## src/rckpc_pkg.sv

```systemverilog
package rckpc_pkg;

  // Coordinate width after clipping: holds 0..4096 inclusive
  localparam int COORD_W = 13;
  localparam int RGB_W = 24;
  localparam int CFG_IDX_W = 3;
  localparam int CFG_DATA_W = 16;

  localparam int QUEUE_DEPTH = 4;
  localparam int QUEUE_PTR_W = $clog2(QUEUE_DEPTH);
  localparam int QUEUE_CNT_W = $clog2(QUEUE_DEPTH + 1);

  localparam logic [CFG_IDX_W-1:0] CFG_MAP_WIDTH  = 3'd0;
  localparam logic [CFG_IDX_W-1:0] CFG_MAP_HEIGHT = 3'd1;
  localparam logic [CFG_IDX_W-1:0] CFG_ORIGIN_X   = 3'd2;
  localparam logic [CFG_IDX_W-1:0] CFG_ORIGIN_Y   = 3'd3;
  localparam logic [CFG_IDX_W-1:0] CFG_KEY_RED    = 3'd4;
  localparam logic [CFG_IDX_W-1:0] CFG_KEY_GREEN  = 3'd5;
  localparam logic [CFG_IDX_W-1:0] CFG_KEY_BLUE   = 3'd6;

  typedef struct packed {
    logic [8:0]       map_width;
    logic [8:0]       map_height;
    logic [15:0]      origin_x;
    logic [15:0]      origin_y;
    logic [RGB_W-1:0] key;
  } cfg_t;

  // One queued command. A write uses x0/y0 as the pixel position and rgb;
  // a query uses the clipped window and the empty flag.
  typedef struct packed {
    logic               is_query;
    logic               empty;
    logic [COORD_W-1:0] x0;
    logic [COORD_W-1:0] y0;
    logic [COORD_W-1:0] x1;
    logic [COORD_W-1:0] y1;
    logic [RGB_W-1:0]   rgb;
  } cmd_t;

  typedef enum logic [1:0] {
    BK_IDLE,
    BK_SCAN,
    BK_DRAIN
  } back_state_e;

endpackage

```

## src/rckpc_fifo.sv

```systemverilog
module rckpc_fifo import rckpc_pkg::*; (
  input  logic clk_i,
  input  logic rst_ni,
  input  logic push_i,
  input  cmd_t data_i,
  output logic full_o,
  input  logic pop_i,
  output cmd_t data_o,
  output logic empty_o
);

  cmd_t                   slots_q [QUEUE_DEPTH];
  logic [QUEUE_PTR_W-1:0] wr_q, wr_d, rd_q, rd_d;
  logic [QUEUE_CNT_W-1:0] cnt_q, cnt_d;

  assign full_o  = (cnt_q == QUEUE_CNT_W'(QUEUE_DEPTH));
  assign empty_o = (cnt_q == '0);
  assign data_o  = slots_q[rd_q];

  always_ff @(posedge clk_i) begin
    if (push_i) begin
      slots_q[wr_q] <= data_i;
    end
  end

  always_comb begin
    wr_d  = push_i ? wr_q + 1'b1 : wr_q;
    rd_d  = pop_i ? rd_q + 1'b1 : rd_q;
    cnt_d = cnt_q + QUEUE_CNT_W'(push_i) - QUEUE_CNT_W'(pop_i);
  end

  always_ff @(posedge clk_i or negedge rst_ni) begin
    if (!rst_ni) begin
      wr_q  <= '0;
      rd_q  <= '0;
      cnt_q <= '0;
    end else begin
      wr_q  <= wr_d;
      rd_q  <= rd_d;
      cnt_q <= cnt_d;
    end
  end

`ifndef ASSERT_OFF
  a_no_overflow: assert property (@(posedge clk_i) disable iff (!rst_ni)
    push_i |-> !full_o) else $error("queue push while full");
  a_no_underflow: assert property (@(posedge clk_i) disable iff (!rst_ni)
    pop_i |-> !empty_o) else $error("queue pop while empty");
`endif

endmodule

```

## config.mk

```make
export PLATFORM = sky130hd
export DESIGN_NAME = rckpc_fifo
export DESIGN_NICKNAME = d
export VERILOG_FILES = /design/src/rckpc_pkg.sv /design/src/rckpc_fifo.sv
export SDC_FILE = /design/constraint.sdc
export NUM_CORES = 1
export LEC_CHECK = 0
export BUFFER_PORTS_ARGS = -buffer_cell sky130_fd_sc_hd__buf_2
export CORE_MARGIN = 2
export CORE_UTILIZATION = 60
export DETAILED_ROUTE_END_ITERATION = 16
export PLACE_DENSITY_LB_ADDON = 0.1
export SLEW_MARGIN = 20
export SYNTH_ARGS = -nofsm -noshare
export SYNTH_HDL_FRONTEND = slang
export SYNTH_SLANG_ARGS = --single-unit
```

## constraint.sdc

```tcl
create_clock -name clk_i -period 4.3 [get_ports clk_i]
set_input_delay 0.215 -clock clk_i [delete_from_list [all_inputs] [get_ports clk_i]]
set_output_delay 0.215 -clock clk_i [all_outputs]
set_load 0.01 [all_outputs]
```

Word level (Yosys, flattened, before mapping)
Memory sizes are Yosys's and may differ from the RTL's.
Index checks and enable logic that the tools add are counted.
{"block": "word_totals", "regBits": 7, "rom_bits": 0, "output_inout_bits": 80, "ram_bits": 312, "n_memories": 1, "latch_bits": 0, "input_bits": 82}
{"memory": "slots_q", "words": 4, "word_bits": 78, "rd": 1, "rd_ports_with_merged_regs": 0, "wr": 1, "line": "rckpc_fifo.sv:12", "source": "cmd_t slots_q [QUEUE_DEPTH];"}
{"block": "classes", "bitwise": 0, "muxes": 2, "reduce_logical": 1, "n_eq_ne": 1, "order_cmp": 0, "div_mod_pow": 0, "shifts": 0, "addsub": 4, "multipliers": 0}
{"operator": "$add A2 B1 Y2 const B", "n": 2}
{"operator": "$add A3 B1 Y3", "n": 1}
{"operator": "$eq A3 B3 Y1 const B", "n": 1}
{"operator": "$logic_not A3 Y1", "n": 1}
{"operator": "$sub A3 B1 Y3", "n": 1}
{"operator": "$mux W1", "n": 2}

Depth between registers and ports, before layout
{"block": "logic_depth", "ltp_word": 2, "depth_mapped": 7, "mapped_depth_nobuf": 7}

Worst setup path before layout
Ideal clock, no wire load.
{"block": "synth_path", "path_kind": "reg2reg", "start": "reg wr_q[0]", "end": "mem slots_q[0][0] (netlist bit) (enable)", "t_required_ps": 3855, "synth_period_minus_slack_ps": 2884, "stages_incl_launch_ff": 4, "n_path_buf": 0, "path_slack_ps": 1416, "setup_ps": 445, "t_arrival_ps": 2439, "path_cell_list": "dfrtp_1 > inv_1 > ha_1 > and2_1"}
{"item": "start: declaration", "line": "rckpc_fifo.sv:13", "source": "logic [QUEUE_PTR_W-1:0] wr_q, wr_d, rd_q, rd_d;"}
{"item": "start signal: assignment", "line": "rckpc_fifo.sv:38", "source": "wr_q <= wr_d;"}
{"item": "end: declaration", "line": "rckpc_fifo.sv:12"}
Straight into the memory's write port.

==> out/qor.csv <==
metric,value,unit
status,"finished, final reports clean",
switching_share,27.61,%
drive_gt1_share,40.54,%
worstSetupStartpointType,register,
period_needed,2.841,ns
antenna_left,0,
fin_skew,0.01897,ns
holdWs,0.07227,ns
grt_pass1_vias,6000,
grt_pass1_wl,32220,microns
required,4.09,ns
hpwl,11630,microns
cpPeakStageDelay,1.01,ns
cp_max_fo,44,
synth-main-ff-cell,edfxtp_1,
vdd_ir_drop_max,0.6072,mV
ys_types,17,
cts.reportedPaths.clkPinSlew,0.06,ns
routed_wl,21030,microns
drc,0,
rsz0062_at_grt,false,
fillers,1085,
clock-sinks,319,
setup_viol,0,
p_int,7.077,mW
n_antenna_cell,0,
cp_data_arrival_time,2.63,ns
setup_tns,0,ns
synthTopCellsByArea,"edfxtp_1 80%, mux4_2 15%, dfrtp_1 1.5%",
io_pins,162,
async_flop_share,2.194,%
synth_top_area_share,79.87,%
setup.worst_path.class,register to output port,
reg2reg_depth,4,
combPwrFrac,26.4,%
synth_top_family_by_area,multiplexers,
htree_levels,2,
finalCritPeriodShare,66.07,%
via_per_inst,5.487,
die_x,143.8,microns
vias,5487,
hold_violations,0,
cts_hold_buf,81,
cts_tree,yes,
regArea,9552,sq um
layout_commonest_cell,edfxtp_1,
p_leak,5.134,nW
final_cell_mix,"312 x edfxtp_1, 161 x buf_2, 81 x dlygate4sd3_1",
slew-limit-headroom,39.37,%
yosysTopAreaCell,edfxtp_1,
synth_edf_count,312,
multiInputGateArea,1954,sq um
syn_area,11730,sq um
synth_simple_gate_area_share,0.3733,%
dieArea,20680,sq um
wl_per_cell,21.03,microns
routabilityCongestion,0.6893,
yosys-mux-area-fraction,14.98,%
syn_avg_cell_area,26.54,sq um
firstDrtPassIters,4,
maxCapViolCount,0,
synth-compound-area-share,0.04267,%
cts_setup_buffers,0,
cts_repair_resize_count,0,
yosysSeqAreaShare,81.37,%
cp_slowest_cell,dfrtp_4,
syn_inst,442,
maxSlewViolCount,0,
synth_xor_area_share,0.3733,%
finalNetCount,800,
die_y,143.8,microns
antenna_found_initial,0,
crit_chain,buf_4 > mux4_2 > buf_2,
max_freq,0.3520,GHz
synthAdderAreaFrac,0.8107,%
root_buffer,clkbuf_16,
core-area,19330,sq um
cts_buffers,35,
worstMarginPinSlew,0.9095,ns
clk_latency,0.51,ns
pwr-share-seq,44.7,%
numPortBuffers,161,
drtIter0Drc,448,
cts_max_path_buffers,3,
grt_max_degree,59,
synth_nets,531,
row_count,51,
ys_seq_elements,319,
start_util,60.67,%
syn_to_final_growth,25.08,%
cellPowerDensity,666.3,nW/um^2
end_kind,output port,
hold_class,input pin to asynchronous set/reset pin,
p_clk_share,28.9,%
yosysWarnings,0,
grt_use_total,20.98,%
power.switching,2.699,mW
overflow,0,
==> cell type report <==
class,instances,share of cell area (%)
clock inverter,12,0.7249
inverter,6,0.1535
tap,265,2.260
timing repair buffer,250,11.68
multi-input combinational,99,13.32
sequential,319,65.10
clock buffer,49,6.754
==> Yosys cell counts (2+ instances only) <==
master    count
inv_1         6
and2_1        4
buf_2         8
ha_1          6
edfxtp_1    312
mux4_2       78
xnor2_1       3
xor2_1        2
buf_12        8
nand2_1       2
dfrtp_1       7
==> worst paths after layout <==
kind | slack (ns) | endpoint | startpoint
hold / removal | 0.07 | wr_q[0] | rst_ni
max in group asynchronous | 4.04 | rd_q[0] | rst_ni
hold reg to reg | 0.54 | wr_q[0] | wr_q[0]
setup / recovery | 1.46 | data_o[59] | rd_q[0]
setup reg to reg | 2.06 | slots_q[1][43] | wr_q[1]
min in group clk_i | 0.46 | slots_q[0][3] | data_i[3]
==> sequential cells by signal, summed over array words and instances, names as in the netlist <==
signal   count
wr_q         2
cnt_q        3
rd_q         2
slots_q    312
==> kinds of logic after synthesis <==
logic type      after synthesis
flops                       319
fa+ha+maj                     7
mux                          78
compound gates                1
buf+inv                      24
simple gates                  8
xor+xnor                      5
==> power by group through the flow <==
stage	Combinational, mW	Sequential [mW]	Clock, mW
6_report	2.58	4.37	2.82
5_1_grt	2.79	4.44	3.00
4_1_cts	2.64	4.39	2.87
3_5_place_dp	2.56	4.45	0
3_3_place_gp	2.38	4.53	0
2_1_floorplan	1.93	4.25	0
==> layer usage <==
layer  global-route usage (%)  vias up  wire length, microns
met5                        0        -                     0
met4                    5.676        0                   336
met3                    5.898       34                  1291
met2                    34.96      165                 10860
met1                    27.75     2850                  8546
li1                         -     2438                     -
==> worst max-delay path, delay by kind of cell (launching register included) <==
kind | cells | cell delay, ns
flip-flops | 1 | 1.01
multiplexers | 1 | 0.55
buffers and inverters | 2 | 0.57
==> metrics by stage <==
step | total power, mW | setup WS (ns) | utilization [%] | cells | area [sq um]
after global routing | 10.23 | 1.228 | 75.88 | 1000 | 14670
final | 9.775 | 1.459 | 75.88 | 1000 | 14670
after detailed placement | 7.008 | 1.858 | 66.01 | 858 | 12760
after CTS | 9.897 | 1.321 | 75.88 | 1000 | 14670
after floorplan | 6.182 | 1.416 | - | 442 | 11730
after global placement | 6.916 | 1.859 | 65.81 | 856 | 12720
Power figures use the tool's default switching activity.
