### config.mk
export PLATFORM = sky130hd
export DESIGN_NAME = rckpc_front
export DESIGN_NICKNAME = d
export VERILOG_FILES = /design/src/rckpc_pkg.sv /design/src/rckpc_front.sv
export SDC_FILE = /design/constraint.sdc
export NUM_CORES = 1
export LEC_CHECK = 0
export ABC_AREA = 1
export BUFFER_PORTS_ARGS = -buffer_cell sky130_fd_sc_hd__buf_2
export CAP_MARGIN = 20
export CORE_MARGIN = 4
export CORE_UTILIZATION = 60
export CTS_BUF_LIST = sky130_fd_sc_hd__clkbuf_2
export DETAILED_ROUTE_END_ITERATION = 7
export PLACE_DENSITY_LB_ADDON = 0.12
export SYNTH_ARGS = -nofsm -noshare
export SYNTH_HDL_FRONTEND = slang
export SYNTH_SLANG_ARGS = --single-unit
export TNS_END_PERCENT = 50
### constraint.sdc
create_clock -name clk_i -period 17.5 [get_ports clk_i]
set_input_delay 0.875 -clock clk_i [delete_from_list [all_inputs] [get_ports clk_i]]
set_output_delay 0.875 -clock clk_i [all_outputs]
set_load 0.01 [all_outputs]
### src/rckpc_pkg.sv
package rckpc_pkg;

  // Coordinate width after clipping: holds 0..4096 inclusive
  localparam int COORD_W = 13;
  localparam int RGB_W = 24;
  localparam int CFG_IDX_W = 3;
  localparam int CFG_DATA_W = 16;

  localparam int QUEUE_DEPTH = 4;
  localparam int QUEUE_PTR_W = $clog2(QUEUE_DEPTH);
  localparam int QUEUE_CNT_W = $clog2(QUEUE_DEPTH + 1);

  localparam logic [CFG_IDX_W-1:0] CFG_MAP_WIDTH  = 3'd0;
  localparam logic [CFG_IDX_W-1:0] CFG_MAP_HEIGHT = 3'd1;
  localparam logic [CFG_IDX_W-1:0] CFG_ORIGIN_X   = 3'd2;
  localparam logic [CFG_IDX_W-1:0] CFG_ORIGIN_Y   = 3'd3;
  localparam logic [CFG_IDX_W-1:0] CFG_KEY_RED    = 3'd4;
  localparam logic [CFG_IDX_W-1:0] CFG_KEY_GREEN  = 3'd5;
  localparam logic [CFG_IDX_W-1:0] CFG_KEY_BLUE   = 3'd6;

  typedef struct packed {
    logic [8:0]       map_width;
    logic [8:0]       map_height;
    logic [15:0]      origin_x;
    logic [15:0]      origin_y;
    logic [RGB_W-1:0] key;
  } cfg_t;

  // One queued command. A write uses x0/y0 as the pixel position and rgb;
  // a query uses the clipped window and the empty flag.
  typedef struct packed {
    logic               is_query;
    logic               empty;
    logic [COORD_W-1:0] x0;
    logic [COORD_W-1:0] y0;
    logic [COORD_W-1:0] x1;
    logic [COORD_W-1:0] y1;
    logic [RGB_W-1:0]   rgb;
  } cmd_t;

  typedef enum logic [1:0] {
    BK_IDLE,
    BK_SCAN,
    BK_DRAIN
  } back_state_e;

endpackage

### src/rckpc_front.sv
module rckpc_front import rckpc_pkg::*; #(
  parameter int MAX_WIDTH  = 256,
  parameter int MAX_HEIGHT = 256
) (
  input  logic        clk_i,
  input  logic        rst_ni,
  input  logic        start_i,
  output logic        busy_o,
  input  logic        action_i,
  input  logic [7:0]  pixel_x_i,
  input  logic [7:0]  pixel_y_i,
  input  logic [7:0]  red_i,
  input  logic [7:0]  green_i,
  input  logic [7:0]  blue_i,
  input  logic [15:0] rect_left_i,
  input  logic [15:0] rect_top_i,
  input  logic [15:0] rect_right_i,
  input  logic [15:0] rect_bottom_i,
  input  cfg_t        cfg_i,
  input  logic        full_i,
  output logic        push_o,
  output cmd_t        cmd_o
);

  logic                    valid_q, valid_d;
  logic                    query_q;
  logic [7:0]              px_q, py_q;
  logic [RGB_W-1:0]        rgb_q;
  logic signed [17:0]      l_q, t_q, r_q, b_q;
  logic                    accept;
  logic [COORD_W-1:0]      w_eff, h_eff;
  logic signed [17:0]      w_s, h_s;
  logic signed [17:0]      x0_c, y0_c, x1_c, y1_c;
  logic                    miss, in_range, drop;

  assign accept = start_i && !valid_q;
  assign busy_o = valid_q;

  // Move the rectangle into map space on the way in
  always_ff @(posedge clk_i) begin
    if (accept) begin
      query_q <= action_i;
      px_q    <= pixel_x_i;
      py_q    <= pixel_y_i;
      rgb_q   <= {red_i, green_i, blue_i};
      l_q <= {{2{rect_left_i[15]}}, rect_left_i}
           - {{2{cfg_i.origin_x[15]}}, cfg_i.origin_x};
      r_q <= {{2{rect_right_i[15]}}, rect_right_i}
           - {{2{cfg_i.origin_x[15]}}, cfg_i.origin_x};
      t_q <= {{2{rect_top_i[15]}}, rect_top_i}
           - {{2{cfg_i.origin_y[15]}}, cfg_i.origin_y};
      b_q <= {{2{rect_bottom_i[15]}}, rect_bottom_i}
           - {{2{cfg_i.origin_y[15]}}, cfg_i.origin_y};
    end
  end

  always_comb begin
    w_eff = ({4'b0, cfg_i.map_width} > COORD_W'(MAX_WIDTH)) ?
            COORD_W'(MAX_WIDTH) : {4'b0, cfg_i.map_width};
    h_eff = ({4'b0, cfg_i.map_height} > COORD_W'(MAX_HEIGHT)) ?
            COORD_W'(MAX_HEIGHT) : {4'b0, cfg_i.map_height};
    w_s = $signed({5'b0, w_eff});
    h_s = $signed({5'b0, h_eff});

    miss = (l_q > w_s) || (r_q < 18'sd0) || (t_q > h_s) || (b_q < 18'sd0);
    x0_c = (l_q < 18'sd0) ? 18'sd0 : l_q;
    y0_c = (t_q < 18'sd0) ? 18'sd0 : t_q;
    x1_c = (r_q >= w_s) ? w_s : r_q;
    y1_c = (b_q >= h_s) ? h_s : b_q;

    in_range = ({5'b0, px_q} < COORD_W'(MAX_WIDTH))
            && ({5'b0, py_q} < COORD_W'(MAX_HEIGHT));

    cmd_o.is_query = query_q;
    cmd_o.empty    = miss || (x0_c >= x1_c) || (y0_c >= y1_c);
    cmd_o.rgb      = rgb_q;
    if (query_q) begin
      cmd_o.x0 = x0_c[COORD_W-1:0];
      cmd_o.y0 = y0_c[COORD_W-1:0];
      cmd_o.x1 = x1_c[COORD_W-1:0];
      cmd_o.y1 = y1_c[COORD_W-1:0];
    end else begin
      cmd_o.x0 = {5'b0, px_q};
      cmd_o.y0 = {5'b0, py_q};
      cmd_o.x1 = '0;
      cmd_o.y1 = '0;
    end
  end

  // Drop writes that fall outside storage; hold everything else until queued
  assign drop   = valid_q && !query_q && !in_range;
  assign push_o = valid_q && !drop && !full_i;

  always_comb begin
    valid_d = valid_q;
    if (accept) begin
      valid_d = 1'b1;
    end else if (drop || push_o) begin
      valid_d = 1'b0;
    end
  end

  always_ff @(posedge clk_i or negedge rst_ni) begin
    if (!rst_ni) begin
      valid_q <= 1'b0;
    end else begin
      valid_q <= valid_d;
    end
  end

endmodule

Word level (Yosys, flattened, before mapping)
Index checks and enable logic that the tools add are counted.
Widths: inputs -> output; s select.

word-level totals
  flip-flop bits (word level) = 114
  output and inout port bits = 80
  word-level logic and storage cells = 44
  input port bits = 183

operators by class
  add/sub/neg operators = 4
  magnitude comparators = 12
  reduce and logical (&&, ||, !) cells = 10
  mux-type cells = 9

operator list
  kind                 number
  $lt 18x1->1 const B  4
  $mux 18              4
  $sub 16x16->17       4
  $mux 52              1
  $ge 18x10->1         2
  $ge 18x18->1         2
  $gt 18x10->1         2
  $gt 9x9->1 const B   2
  $mux 9               2
  $logic_or 1x1->1     5
  $logic_and 1x1->1    2
  $logic_not 1->1      2
  $mux 1               2
  $reduce_bool 2->1    1

Longest topological paths before layout
  depth after elaboration = 8
  gate-level depth with buffers = 30

Worst setup path after synthesis
Ideal clock, no wire load.

  path type = input-to-reg
  start point = input port start_i
  end point = register b_q[0], enable pin
  arrival time = 5.503 ns
  library setup time = 0.581 ns
  required time = 16.919 ns
  path buffers = 0
  setup slack = 11.416 ns
  stages on the path = 2
  cell sequence = inv_1 -> nor2_1

between the ends
  cells in the longest elaborated chain, start to end = 1

RTL lines
  element                 RTL line           source
  start: declaration      rckpc_front.sv:7   input logic start_i,
  $logic_and 1x1->1       rckpc_front.sv:36  assign accept = start_i && !valid_q;
  named net accept        rckpc_front.sv:30  logic accept;
  end signal: assignment  rckpc_front.sv:52  b_q <= {{2{rect_bottom_i[15]}}, rect_bottom_i}
  end: declaration        rckpc_front.sv:29  logic signed [17:0] l_q, t_q, r_q, b_q;

The timed path passes the listed nets, and every way through them passes these cells.
A chain may end at the register's enable or synchronous reset.

==> flow_summary.ini <==
[worst_setup_path]
critPathLaunchType = input port
slowest_stage = a41oi_1
critical_path_required_ns = 16.62
worst-path-buf-inv = 6
slowest_delay_ns = 0.35
crit_type = in -> out
r2r_slack_ns = 15.01
cpMostUsedCell = nand2_1
r2r_start = busy_o
path_max_fanout = 23
crit_path_end_kind = output port
cpLargestDelayFamily = simple AND/OR/NAND/NOR gates
critPathArrivalTime_ns = 4.19
startpoint = cfg_i[73]

[timing]
final-setup-viol-count = 0
min_period_ns = 5.06
tightest_slew_ns = 0.951
rsz0062_at_grt = no
slew_viol_final = 0
worst_slack_ns = 12.44
fin_crit_sh_pct = 28.9
finalHoldViolCount = 0
maxClockFrequency_mhz = 197
setup_tns_ns = 0
clock_skew_ns = 0.0534
maxSlewHeadroom_pct = 36.6

[power_and_ir_drop]
p_switching_mw = 0.275
swShare_pct = 37.9
p_int_mw = 0.451
p_clk_share_pct = 14.5
pwr-share-seq_pct = 46.9
power_mw = 0.726
p_leak_nw = 6.07
vdd_drop_max_v = 0.0000405
powerDensity_mw_per_mm2 = 64.3
p_comb_share_pct = 38.6

[floorplanning]
die-area_sq_mm = 0.0184
io_pins = 263
die_y_microns = 136
fp.dieW_microns = 136
rows = 46
core_sq_mm = 0.0159
start_util_pct = 61.3

[grt]
antenna_found_initial = 1
grt_pass1_wl_microns = 38800
grt_max_degree = 78
grt_pass1_vias = 8351
grt_overflow = 0
grtUsageTotal_pct = 26.2

[synthesis]
synth_area_leaders = edfxtp_1, ha_1, nand2_1, inv_1, a21oi_1
yosys.area.top_type = edfxtp_1
syn_inst = 1254
yosysSeqAreaShare_pct = 33.8
synth_seq_cells = 110
ys_warn_count = 0
synth.avg_cell_area_sq_um = 7.79
syn_nets = 1573
netlist_area_sq_mm = 0.00977
synth_top_area_share_pct = 33.5
synth_cell_type_count = 41

[min_path]
hp-start = green_i[1]
hold_class = in -> reg

[finish]
drive_gt1_share_pct = 22.7
final_nets = 1811
stdcell_area_sq_mm = 0.0113
most-common-layout-cells = nand2_1, buf_2, inv_1
instances_no_fill = 1714
area_growth_pct = 15.7
final_common_cell = nand2_1

[placement]
post-place-ws_ns = 12.40
hpwl_microns = 20900
port_buffers = 238
place_area_sq_mm = 0.0112
routabilityCongestion = 0.911
dp.cells = 1695

[drt]
drt-pass1-iter-count = 5
routedWlPerCell_microns = 14.2
drc = 0
drt_iter0_drc = 598
drt-vias-per-instance = 5.17
vias = 8863
ant_nets = 0
totalWireLength_microns = 24400

[cts]
cts_max_level = 3
cts-root-buf = clkbuf_2
cts_resized = 0
cts_tree = yes
clock_latency_ns = 0.61
clkTransAtPathRegs_ns = 0.29
cts_buffer_depth = 2
cts_sinks = 110
numCtsBuffers = 9

[flow_run]
drv_cap = 0

[run_status]
outcome = complete, no violations
[power groups by stage]
stage          sequential [mW]  clock (mW)  combinational [mW]
2_1_floorplan            0.344           0               0.194
3_3_place_gp             0.345           0               0.272
3_5_place_dp             0.346           0               0.278
4_1_cts                  0.340       0.105               0.279
5_1_grt                  0.343       0.117               0.320
6_report                 0.340       0.106               0.280
[kinds of logic after synthesis]
| logic type | count (synthesis) | synth area share, % |
|---|---|---|
| simple gates | 575 | 25.6 |
| buf+inv | 229 | 9.00 |
| compound gates | 160 | 9.91 |
| fa+ha+maj | 136 | 17.7 |
| flops | 110 | 33.8 |
| xor+xnor | 44 | 3.95 |
[synthesized netlist by cell type (all sizes together)]
library cell  count
dfrtp             1
nor2            127
or2               5
o21ai            49
ha              132
nor3             20
nand4            19
fa                4
o2111ai           3
a31oi             5
and2              4
buf               6
nor4              5
o31ai             5
edfxtp          109
a41oi             2
a211oi            2
o21a              1
o211ai            1
inv             215
a21oi            80
clkbuf            8
xor2             34
o21bai            4
nand2           338
a21boi            6
nand3b            1
a21o              2
xnor2            10
nand3            56
[flip-flops by register name, summed over array words and instances, names as in the netlist, 8 cells and up]
| register | count |
|---|---|
| b_q | 17 |
| l_q | 17 |
| px_q | 8 |
| py_q | 8 |
| r_q | 17 |
| rgb_q | 24 |
| t_q | 17 |
[per-stage QoR]
step | util [%] | hold slack [ns]
3_5_place_dp | 70.1 | 0.596
4_1_cts | 70.7 | 0.406
6_report | 70.9 | 0.426
3_3_place_gp | 70.1 | 0.587
2_1_floorplan | - | 0.579
5_1_grt | 70.9 | 0.374
[area by class of cell]
type / count / area, sq um
multi-input combinational: 915 / 5600
clock inverter: 6 / 45.0
timing repair buffer: 241 / 1230
clock buffer: 10 / 50.0
fill: 1368 / 4640
antenna: 1 / 2.50
tap: 216 / 270
inverter: 215 / 807
sequential: 110 / 3300
[worst register-to-register path: cells and delay by family (launching register included)]
family | cells | cell delay, ns
buffers and inverters | 1 | 0.86
and+or+nand+nor | 1 | 0.69
DFF | 1 | 0.49
[per-layer routing]
layer	part of all wire (%)	GRT usage [%]	vias to the layer above
li1	-	-	4609
met1	46	36.5	3912
met2	45	42.6	307
met3	7.5	3.75	35
met4	2.1	7.56	0
met5	0	0	-
[what timing repair did]
action,4_1_cts,5_1_grt
hold buffers,1,0
endpoints found under the hold margin,1,0
buffers inserted,0,0
[worst paths after layout]
path,to,cells past startpoint
max in group asynchronous,busy_o,2
min reg2reg,busy_o,2
min in group asynchronous,busy_o,2
max,cmd_o[76],30
min,rgb_q[9],1
max reg2reg,py_q[2],2
Note: power is estimated with default switching activity, not from simulation.
